--- src/rtl/core/ise_pkg.sv ---
// Shared types and constants for the indexed stack engine.
`timescale 1ns / 1ps

package ise_pkg;

	localparam int ISE_DEPTH      = 16;
	localparam int ISE_DATA_WIDTH = 32;
	localparam int ACT_W          = 3;
	localparam int CFG_W          = 5;
	localparam logic [CFG_W-1:0] CAP_RESET = 5'd16;

	typedef enum logic [ACT_W-1:0] {
		ACT_PUSH   = 3'd0,
		ACT_POP    = 3'd1,
		ACT_INSERT = 3'd2,
		ACT_DELETE = 3'd3,
		ACT_SWAP   = 3'd4,
		ACT_READ   = 3'd5
	} ise_action_t;

	typedef enum logic [1:0] {
		ST_OK        = 2'd0,
		ST_OVERFLOW  = 2'd1,
		ST_UNDERFLOW = 2'd2,
		ST_RANGE     = 2'd3
	} ise_status_t;

	typedef enum logic [3:0] {
		S_IDLE,
		S_EVAL,
		S_SH_RD,
		S_SH_WR,
		S_SW_RB,
		S_SW_WA,
		S_SW_WB,
		S_RD_WAIT,
		S_FINISH
	} ise_state_t;

	typedef enum logic [1:0] {
		WSEL_ELEM,
		WSEL_RDATA,
		WSEL_TMP
	} ise_wsel_t;

	typedef struct packed {
		logic      rd_en;
		logic      wr_en;
		ise_wsel_t wsel;
	} ise_mem_ctl_t;

	typedef struct packed {
		logic        valid;
		ise_status_t status;
	} ise_res_t;

endpackage

--- src/rtl/core/indexed_stack_engine.sv ---
// Channel   Handshake          Payload
// input     in_valid/in_stall  action, element_in, index_a, index_b
// output    out_valid/out_stall read_data, status, entry_count
// config    cfg_write_en       cfg_write_data (capacity limit)
//
// One request at a time; in_stall is high from acceptance until the result
// enters the output register. Insert and delete move one entry at a time,
// reading it and then writing it, as memory reads and writes never overlap.
// Reset clears the count and control; entry storage is not cleared.
// A held result on a stalled output does not block the next request's work.
`timescale 1ns / 1ps

module indexed_stack_engine import ise_pkg::*; #(
	parameter int DEPTH      = ISE_DEPTH,
	parameter int DATA_WIDTH = ISE_DATA_WIDTH,
	localparam int IDX_W     = $clog2(DEPTH),
	localparam int CNT_W     = $clog2(DEPTH + 1)
) (
	input  logic                  clk,
	input  logic                  arst_n,
	input  logic                  in_valid,
	output logic                  in_stall,
	input  logic [ACT_W-1:0]      action,
	input  logic [DATA_WIDTH-1:0] element_in,
	input  logic [IDX_W-1:0]      index_a,
	input  logic [IDX_W-1:0]      index_b,
	output logic                  out_valid,
	input  logic                  out_stall,
	output logic [DATA_WIDTH-1:0] read_data,
	output logic [1:0]            status,
	output logic [CNT_W-1:0]      entry_count,
	input  logic                  cfg_write_en,
	input  logic [CFG_W-1:0]      cfg_write_data
);

	logic [CFG_W-1:0]      cap_q;
	logic                  idle;
	logic                  res_take;
	ise_res_t              res;
	logic [CNT_W-1:0]      res_count;
	logic [DATA_WIDTH-1:0] res_rdata;
	ise_mem_ctl_t          mem_ctl;
	logic [IDX_W-1:0]      rd_addr, wr_addr;
	logic [DATA_WIDTH-1:0] wr_data, rd_data;

	logic                  out_valid_q;
	logic [DATA_WIDTH-1:0] read_data_q;
	ise_status_t           status_q;
	logic [CNT_W-1:0]      entry_count_q;

	always_ff @(posedge clk or negedge arst_n) begin
		if (!arst_n) begin
			cap_q <= CAP_RESET;
		end else if (cfg_write_en) begin
			cap_q <= cfg_write_data;
		end
	end

	ise_seq #(
		.DEPTH      (DEPTH),
		.DATA_WIDTH (DATA_WIDTH)
	) u_seq (
		.clk        (clk),
		.arst_n     (arst_n),
		.in_valid   (in_valid),
		.idle       (idle),
		.action     (action),
		.element_in (element_in),
		.index_a    (index_a),
		.index_b    (index_b),
		.capacity   (cap_q),
		.res_take   (res_take),
		.res        (res),
		.res_count  (res_count),
		.res_rdata  (res_rdata),
		.mem_ctl    (mem_ctl),
		.rd_addr    (rd_addr),
		.wr_addr    (wr_addr),
		.wr_data    (wr_data),
		.rd_data    (rd_data)
	);

	ise_ram #(
		.DEPTH      (DEPTH),
		.DATA_WIDTH (DATA_WIDTH)
	) u_ram (
		.clk     (clk),
		.rd_en   (mem_ctl.rd_en),
		.rd_addr (rd_addr),
		.rd_data (rd_data),
		.wr_en   (mem_ctl.wr_en),
		.wr_addr (wr_addr),
		.wr_data (wr_data)
	);

	assign in_stall = !idle;

	// Output register: load when empty or being drained this cycle.
	assign res_take = res.valid && (!out_valid_q || !out_stall);

	always_ff @(posedge clk or negedge arst_n) begin
		if (!arst_n) begin
			out_valid_q <= 1'b0;
		end else if (res_take) begin
			out_valid_q <= 1'b1;
		end else if (!out_stall) begin
			out_valid_q <= 1'b0;
		end
	end

	always_ff @(posedge clk) begin
		if (res_take) begin
			read_data_q   <= res_rdata;
			status_q      <= res.status;
			entry_count_q <= res_count;
		end
	end

	assign out_valid   = out_valid_q;
	assign read_data   = read_data_q;
	assign status      = status_q;
	assign entry_count = entry_count_q;

endmodule

--- src/rtl/core/ise_ram.sv ---
// Entry storage: one write port, one read port with registered read data.
`timescale 1ns / 1ps

module ise_ram import ise_pkg::*; #(
	parameter int DEPTH      = ISE_DEPTH,
	parameter int DATA_WIDTH = ISE_DATA_WIDTH,
	localparam int IDX_W     = $clog2(DEPTH)
) (
	input  logic                  clk,
	input  logic                  rd_en,
	input  logic [IDX_W-1:0]      rd_addr,
	output logic [DATA_WIDTH-1:0] rd_data,
	input  logic                  wr_en,
	input  logic [IDX_W-1:0]      wr_addr,
	input  logic [DATA_WIDTH-1:0] wr_data
);

	logic [DATA_WIDTH-1:0] mem_q [DEPTH];
	logic [DATA_WIDTH-1:0] rd_data_q;

	always_ff @(posedge clk) begin
		if (wr_en) begin
			mem_q[wr_addr] <= wr_data;
		end
	end

	always_ff @(posedge clk) begin
		if (rd_en) begin
			rd_data_q <= mem_q[rd_addr];
		end
	end

	assign rd_data = rd_data_q;

endmodule

--- src/rtl/core/ise_seq.sv ---
// Request sequencer: checks, pointer stepping and memory moves for one request.
`timescale 1ns / 1ps

module ise_seq import ise_pkg::*; #(
	parameter int DEPTH      = ISE_DEPTH,
	parameter int DATA_WIDTH = ISE_DATA_WIDTH,
	localparam int IDX_W     = $clog2(DEPTH),
	localparam int CNT_W     = $clog2(DEPTH + 1)
) (
	input  logic                  clk,
	input  logic                  arst_n,
	input  logic                  in_valid,
	output logic                  idle,
	input  logic [ACT_W-1:0]      action,
	input  logic [DATA_WIDTH-1:0] element_in,
	input  logic [IDX_W-1:0]      index_a,
	input  logic [IDX_W-1:0]      index_b,
	input  logic [CFG_W-1:0]      capacity,
	input  logic                  res_take,
	output ise_res_t              res,
	output logic [CNT_W-1:0]      res_count,
	output logic [DATA_WIDTH-1:0] res_rdata,
	output ise_mem_ctl_t          mem_ctl,
	output logic [IDX_W-1:0]      rd_addr,
	output logic [IDX_W-1:0]      wr_addr,
	output logic [DATA_WIDTH-1:0] wr_data,
	input  logic [DATA_WIDTH-1:0] rd_data
);

	localparam int CW = (CNT_W > CFG_W) ? CNT_W : CFG_W;

	ise_state_t            state_q, state_d;
	ise_action_t           act_q;
	logic [DATA_WIDTH-1:0] elem_q;
	logic [IDX_W-1:0]      ia_q, ib_q;
	logic [CNT_W-1:0]      n_q, n_d;
	logic [CNT_W-1:0]      ptr_q, ptr_d;
	logic [DATA_WIDTH-1:0] tmp_q, tmp_d;
	logic [DATA_WIDTH-1:0] rdata_q, rdata_d;
	ise_status_t           status_q, status_d;

	logic [CNT_W-1:0] n_inc, n_dec, ptr_src;
	logic [CW-1:0]    n_x, ia_x, ib_x, cap_x, dep_x, cap_eff;
	logic             accept;

	assign idle   = (state_q == S_IDLE);
	assign accept = idle && in_valid;

	// Shared step unit: insert walks down from the top, delete walks up.
	assign ptr_src = (act_q == ACT_INSERT) ? ptr_q - 1'b1 : ptr_q + 1'b1;
	assign n_inc   = n_q + 1'b1;
	assign n_dec   = n_q - 1'b1;

	assign n_x     = CW'(n_q);
	assign ia_x    = CW'(ia_q);
	assign ib_x    = CW'(ib_q);
	assign cap_x   = CW'(capacity);
	assign dep_x   = CW'(DEPTH);
	assign cap_eff = (cap_x > dep_x) ? dep_x : cap_x;

	always_comb begin
		state_d       = state_q;
		n_d           = n_q;
		ptr_d         = ptr_q;
		tmp_d         = tmp_q;
		rdata_d       = rdata_q;
		status_d      = status_q;
		mem_ctl.rd_en = 1'b0;
		mem_ctl.wr_en = 1'b0;
		mem_ctl.wsel  = WSEL_ELEM;
		rd_addr       = ia_q;
		wr_addr       = ia_q;
		res.valid     = 1'b0;
		res.status    = status_q;

		unique case (state_q)
			S_IDLE: begin
				if (in_valid) begin
					state_d = S_EVAL;
				end
			end
			S_EVAL: begin
				status_d = ST_OK;
				rdata_d  = '0;
				state_d  = S_FINISH;
				unique case (act_q)
					ACT_PUSH: begin
						if (n_x >= cap_eff) begin
							status_d = ST_OVERFLOW;
						end else begin
							mem_ctl.wr_en = 1'b1;
							wr_addr       = n_q[IDX_W-1:0];
							n_d           = n_inc;
						end
					end
					ACT_POP: begin
						if (n_q == '0) begin
							status_d = ST_UNDERFLOW;
						end else begin
							mem_ctl.rd_en = 1'b1;
							rd_addr       = n_dec[IDX_W-1:0];
							n_d           = n_dec;
							state_d       = S_RD_WAIT;
						end
					end
					ACT_INSERT: begin
						if (n_x >= cap_eff) begin
							status_d = ST_OVERFLOW;
						end else if (ia_x > n_x) begin
							status_d = ST_RANGE;
						end else begin
							ptr_d   = n_q;
							state_d = S_SH_RD;
						end
					end
					ACT_DELETE: begin
						if (n_q == '0) begin
							status_d = ST_UNDERFLOW;
						end else if (ia_x >= n_x) begin
							status_d = ST_RANGE;
						end else begin
							ptr_d   = CNT_W'(ia_q);
							state_d = S_SH_RD;
						end
					end
					ACT_SWAP: begin
						if (ia_x >= n_x || ib_x >= n_x) begin
							status_d = ST_RANGE;
						end else begin
							mem_ctl.rd_en = 1'b1;
							state_d       = S_SW_RB;
						end
					end
					ACT_READ: begin
						if (ia_x >= n_x) begin
							status_d = ST_RANGE;
						end else begin
							mem_ctl.rd_en = 1'b1;
							state_d       = S_RD_WAIT;
						end
					end
					default: ;
				endcase
			end
			S_SH_RD: begin
				if (act_q == ACT_INSERT && ptr_q == CNT_W'(ia_q)) begin
					mem_ctl.wr_en = 1'b1;
					n_d           = n_inc;
					state_d       = S_FINISH;
				end else if (act_q != ACT_INSERT && ptr_src == n_q) begin
					n_d     = n_dec;
					state_d = S_FINISH;
				end else begin
					mem_ctl.rd_en = 1'b1;
					rd_addr       = ptr_src[IDX_W-1:0];
					state_d       = S_SH_WR;
				end
			end
			S_SH_WR: begin
				mem_ctl.wr_en = 1'b1;
				mem_ctl.wsel  = WSEL_RDATA;
				wr_addr       = ptr_q[IDX_W-1:0];
				ptr_d         = ptr_src;
				state_d       = S_SH_RD;
			end
			S_SW_RB: begin
				tmp_d         = rd_data;
				mem_ctl.rd_en = 1'b1;
				rd_addr       = ib_q;
				state_d       = S_SW_WA;
			end
			S_SW_WA: begin
				mem_ctl.wr_en = 1'b1;
				mem_ctl.wsel  = WSEL_RDATA;
				state_d       = S_SW_WB;
			end
			S_SW_WB: begin
				mem_ctl.wr_en = 1'b1;
				mem_ctl.wsel  = WSEL_TMP;
				wr_addr       = ib_q;
				state_d       = S_FINISH;
			end
			S_RD_WAIT: begin
				rdata_d = rd_data;
				state_d = S_FINISH;
			end
			S_FINISH: begin
				res.valid = 1'b1;
				if (res_take) begin
					state_d = S_IDLE;
				end
			end
			default: begin
				state_d = S_IDLE;
			end
		endcase
	end

	always_comb begin
		unique case (mem_ctl.wsel)
			WSEL_RDATA: wr_data = rd_data;
			WSEL_TMP:   wr_data = tmp_q;
			default:    wr_data = elem_q;
		endcase
	end

	always_ff @(posedge clk or negedge arst_n) begin
		if (!arst_n) begin
			state_q <= S_IDLE;
			n_q     <= '0;
		end else begin
			state_q <= state_d;
			n_q     <= n_d;
		end
	end

	always_ff @(posedge clk) begin
		if (accept) begin
			act_q  <= ise_action_t'(action);
			elem_q <= element_in;
			ia_q   <= index_a;
			ib_q   <= index_b;
		end
		ptr_q    <= ptr_d;
		tmp_q    <= tmp_d;
		rdata_q  <= rdata_d;
		status_q <= status_d;
	end

	assign res_count = n_q;
	assign res_rdata = rdata_q;

	a_count_bound: assert property (@(posedge clk) disable iff (!arst_n)
		{1'b0, n_q} <= (CNT_W + 1)'(DEPTH))
		else $error("entry count beyond depth");

	a_one_port_op: assert property (@(posedge clk) disable iff (!arst_n)
		!(mem_ctl.rd_en && mem_ctl.wr_en))
		else $error("memory read and write in the same cycle");

	a_shift_order: assert property (@(posedge clk) disable iff (!arst_n)
		state_q == S_SH_WR |-> $past(state_q) == S_SH_RD)
		else $error("shift write without a preceding read");

	a_fail_keeps_count: assert property (@(posedge clk) disable iff (!arst_n)
		(state_q == S_EVAL && status_d != ST_OK) |=> n_q == $past(n_q))
		else $error("failed request changed the entry count");

endmodule
--- config.mk ---
export PLATFORM = sky130hd
export DESIGN_NAME = indexed_stack_engine
export DESIGN_NICKNAME = d
export VERILOG_FILES = /design/src/rtl/core/ise_pkg.sv /design/src/rtl/core/indexed_stack_engine.sv /design/src/rtl/core/ise_ram.sv /design/src/rtl/core/ise_seq.sv
export SDC_FILE = /design/constraint.sdc
export NUM_CORES = 1
export LEC_CHECK = 0
export BUFFER_PORTS_ARGS = -buffer_cell sky130_fd_sc_hd__buf_2
export CAP_MARGIN = 25
export CORE_ASPECT_RATIO = 0.5
export CORE_UTILIZATION = 45
export CTS_BUF_LIST = sky130_fd_sc_hd__clkbuf_8 sky130_fd_sc_hd__clkbuf_16
export DETAILED_ROUTE_END_ITERATION = 16
export SYNTH_ARGS = -nofsm -noshare
export SYNTH_HDL_FRONTEND = slang
export SYNTH_SLANG_ARGS = --single-unit
--- constraint.sdc ---
create_clock -name clk -period 8.6 [get_ports clk]
set_input_delay 0.43 -clock clk [delete_from_list [all_inputs] [get_ports clk]]
set_output_delay 0.43 -clock clk [all_outputs]
set_load 0.02 [all_outputs]
==> results.txt <==
----------------------------------------------------
[Route]
  Iteration count of the initial detailed-routing pass ... 6
  DRC errors left ... 0
  Number of routed nets with antenna violations ... 0
  Wire length per cell ... 26.7 um
  Post-DR vias/cell ... 6.09
  DRC violation total after the first TritonRoute iteration ... 2132
  DR vias ... 17400
  Total routed wirelength ... 76500 um

[Place]
  Detailed placement HPWL ... 39100 um
  Final weighted congestion in routability-driven placement ... 0.882
  # port buffers ... 93
  Instance area at placement ... 30400 um^2

[Critical path]
  Nature of the critical path startpoint ... flop
  Required time at the endpoint of the critical path ... 8950 ps
  Critical path fanouts, max ... 132
  Arrival time at the worst endpoint ... 6050 ps
  Critical path, cell by cell ... nor3b_4 > fa_1 > xor2_1 > nor4_1 > o21ai_0 > o21a_1 > a31oi_4 > buf_4 > nand2_8 > buf_4 > a211oi_1 > nor4_1 > a221o_1
  Startpoint of the worst register-to-register path ... u_seq.act_q[2]
  Crit path launch ... u_seq.act_q[2]
  Kind of end point of the critical path ... flop
  Largest stage delay on the critical path ... 600 ps
  Critical-path top delay cell ... fa_1
  WS Path Type ... reg2reg

[Global routing]
  Layer with the highest usage after global routing ... met1
  Maximum number of pins on one net before global-route repair ... 162
  Global-route met2 utilization ... 0.341
  Global-route track usage on met1 ... 0.357
  Antenna violations before repair ... 1
  Vias in the first global route ... 16100
  Wire length of the first global-routing pass ... 111000 um
  Tot GR Track Use ... 0.233
  Met3 Track Usage GR ... 0.0495
  Congestion Overflow GR ... 0

[Clock tree]
  Post-CTS setup buffer count ... 0
  TritonCTS Buffers ... 68
  Total of cells resized after clock tree synthesis ... 0
  Maximum level of the CTS H-tree ... 3
  Maximum clock path buffer count ... 3
  Number of clock sinks seen by CTS ... 712
  Clock latency at the later pin of the worst-skew pair ... 600 ps
  Clock-pin slew of the registers on the worst-case setup and hold paths ... 70 ps
  Clock root cell ... clkbuf_16
  Clock tree from TritonCTS ... yes
  Hold-fix buffers at CTS ... 26

[Yosys]
  Commonest register cell after synthesis ... edfxtp_1
  Fraction of synthesis flops using an asynchronous set or reset pin ... 0.0211
  Fraction of synthesized cell area taken by the top area cell type ... 0.729
  Number of nets produced by synthesis ... 1932
  Synthesized instance count ... 1857
  Top area cells in the synthesized netlist ... edfxtp_1 73%, a211oi_1 4.8%, and3_1 3.4%, nand2_1 1.8%, mux2i_1 1.6%
  Post-synthesis instance area ... 28700 um^2
  Seq/Total Area, Yosys ... 0.742
  Number of synthesized flops with an enable pin ... 697
  Syn Area/Cell ... 15.5 um^2
  Number of distinct library cells after synthesis ... 67
  Yosys warnings ... 0
  Number of synthesized register bits ... 712
  Most repeated cell in the gate-level netlist after synthesis ... edfxtp_1
  Commonest cells in the synthesized netlist ... 697 x edfxtp_1, 182 x a211oi_1, 155 x and3_1, 134 x nand2_1, 97 x clkbuf_1
  Cell type with the highest aggregate area in the netlist ... edfxtp_1

[Power and ir drop]
  Switching part of the total ... 0.387
  Leak ... 11.2 nW
  Tot Pwr ... 0.0129 W
  Net switching power figure ... 0.00501 W
  Pwr per Cell Area ... 395 nW/um^2
  Share of power burned in the clock network ... 0.219
  Sequential share of power ... 0.386
  Int Pwr ... 0.00792 W
  Logic pwr share ... 0.394
  Maximum vdd drop ... 436 uV

[Final layout]
  Share of cells above drive strength 1 ... 0.147
  Post-route cell area ... 32700 um^2
  Util after Layout ... 0.519
  ANT cells ... 0
  Post-layout net count ... 2057
  Fill cell count ... 5134
  Area growth, synth to finish ... 13.9%

[STA]
  Final Setup Violations ... 0
  Highest attainable clock frequency ... 176 MHz
  Crit share post-route ... 0.662
  TNS Setup ... 0 ps
  Hold violation count in the final report ... 0
  Worst slew pin tran ... 1160 ps
  Max-slew violation total from the final report ... 0
  Worst max-slew margin expressed relative to the limit ... 0.225
  Period minus WS final ... 5690 ps
  Fin Clk Skew ... 18.1 ps
  Setup repair after global routing missed its margin ... no
  Hold Worst Slack ... 23.8 ps

[Hold path]
  Type of the worst min-delay path ... in2reg
  Startpoint of the worst hold path ... element_in[15]

[Die]
  Site Rows ... 65
  Height of the die ... 181 um
  Die Area ... 64900 um^2
  Die outline width ... 359 um
  Initial standard-cell utilization of the core ... 0.456
  Top Ports ... 94
  Core area ... 63000 um^2

[Run]
  Max_cap viols ... 0

[Status]
  Run status ... completed

----------------------------------------------------
-- cell type report --
cell class,instances,area [um^2],share of cell area
Timing Repair Buffer,189,1280,0.0390
Clock buffer,70,1750,0.0535
Clock inverter,46,300,0.00917
Multi-Input combinational cell,998,7000,0.214
Tap cell,837,1050,0.0320
Inverter,13,48.8,0.00149
Sequential cell,712,21300,0.651
-- placed cells by master, fill, tap and decap left out, drive strengths merged, types with 5 or more instances in the layout --
| cell | netlist | layout |
|---|---|---|
| a211oi | 183 | 183 |
| a21o | 7 | 7 |
| a21oi | 53 | 53 |
| a221o | 34 | 34 |
| a22oi | 36 | 36 |
| a311oi | 30 | 30 |
| and2 | 36 | 36 |
| and3 | 155 | 155 |
| buf | 37 | 163 |
| clkbuf | 97 | 70 |
| clkinv | 0 | 25 |
| dfrtp | 14 | 14 |
| dlygate4sd3 | 0 | 26 |
| edfxtp | 697 | 697 |
| ha | 21 | 21 |
| inv | 13 | 30 |
| mux2 | 9 | 9 |
| mux2i | 45 | 45 |
| nand2 | 135 | 135 |
| nand2b | 12 | 12 |
| nand3 | 5 | 5 |
| nor2 | 31 | 31 |
| nor2b | 34 | 34 |
| nor3 | 5 | 5 |
| nor4 | 32 | 32 |
| o211ai | 6 | 6 |
| o21ai | 53 | 53 |
| xnor2 | 14 | 14 |
| xor2 | 5 | 5 |
-- sequential cells by signal, indices dropped and copies added, names as in the netlist, 4 cells and up --
register and flops:
cap_q 5, u_seq.res_rdata 32, u_seq.res_count 5, u_seq.tmp_q 32, u_seq.ib_q 4, entry_count 5, u_seq.elem_q 32, u_seq.ptr_q 5
u_ram.rd_data 32, u_seq.ia_q 4, u_seq.state_q 4, read_data 32, u_ram.mem_q 512
-- stage by stage --
| step | cells | setup WS, ps |
|---|---|---|
| after floorplan | 1857 | 3620 |
| after global placement | 2722 | 2980 |
| after detailed placement | 2723 | 2890 |
| after CTS | 2865 | 2900 |
| after global routing | 2865 | 2580 |
| final | 2865 | 2910 |
-- power groups by stage --
| stage | Sequential (W) | Combinational, W | Clock [W] |
|---|---|---|---|
| after floorplan | 0.00495 | 0.00340 | 0 |
| after global placement | 0.00505 | 0.00498 | 0 |
| after detailed placement | 0.00506 | 0.00505 | 0 |
| after CTS | 0.00499 | 0.00507 | 0.00287 |
| after global routing | 0.00503 | 0.00548 | 0.00300 |
| final | 0.00500 | 0.00510 | 0.00284 |
-- path summary, 6_finish.rpt --
path | to | slack (ps) | cells past startpoint
max in group asynchronous | cap_q[4] | 7960 | 2
min in group asynchronous | u_seq.res_count[0] | 310 | 2
worst max-delay path | u_ram.rd_data[30] | 2910 | 13
worst min-delay path | u_seq.elem_q[15] | 20 | 1
worst min register to register | read_data[28] | 410 | 0
worst max register to register | u_ram.rd_data[30] | 2910 | 13
-- kinds of logic (layout without fill, tap and decap cells) --
| group | count (synthesis) | in the layout | synth area share |
|---|---|---|---|
| mux | 54 | 54 | 0.0192 |
| buf+inv | 147 | 318 | 0.0209 |
| xor+xnor | 21 | 21 | 0.00745 |
| fa+ha+maj | 22 | 22 | 0.00984 |
| compound gates | 433 | 433 | 0.112 |
| simple gates | 468 | 468 | 0.0887 |
| flops | 712 | 712 | 0.742 |
-- metal layers --
layer  up-vias  wire length (um)
li1       7658                 -
met1      8868             35500
met2       807             32900
met3       108              6850
met4         0              1320
met5         -                 0
-- critical path: cells and delay by family (launching register included) --
family,cells,cell delay (ps)
AO/OA/AOI/OAI,5,1630
flip-flops,1,560
AND/OR/NAND/NOR,4,1460
adder cells (fa/ha/maj),1,600
buffers and inverters,2,950
XOR/XNOR,1,200
Power figures use the tool's default switching activity.
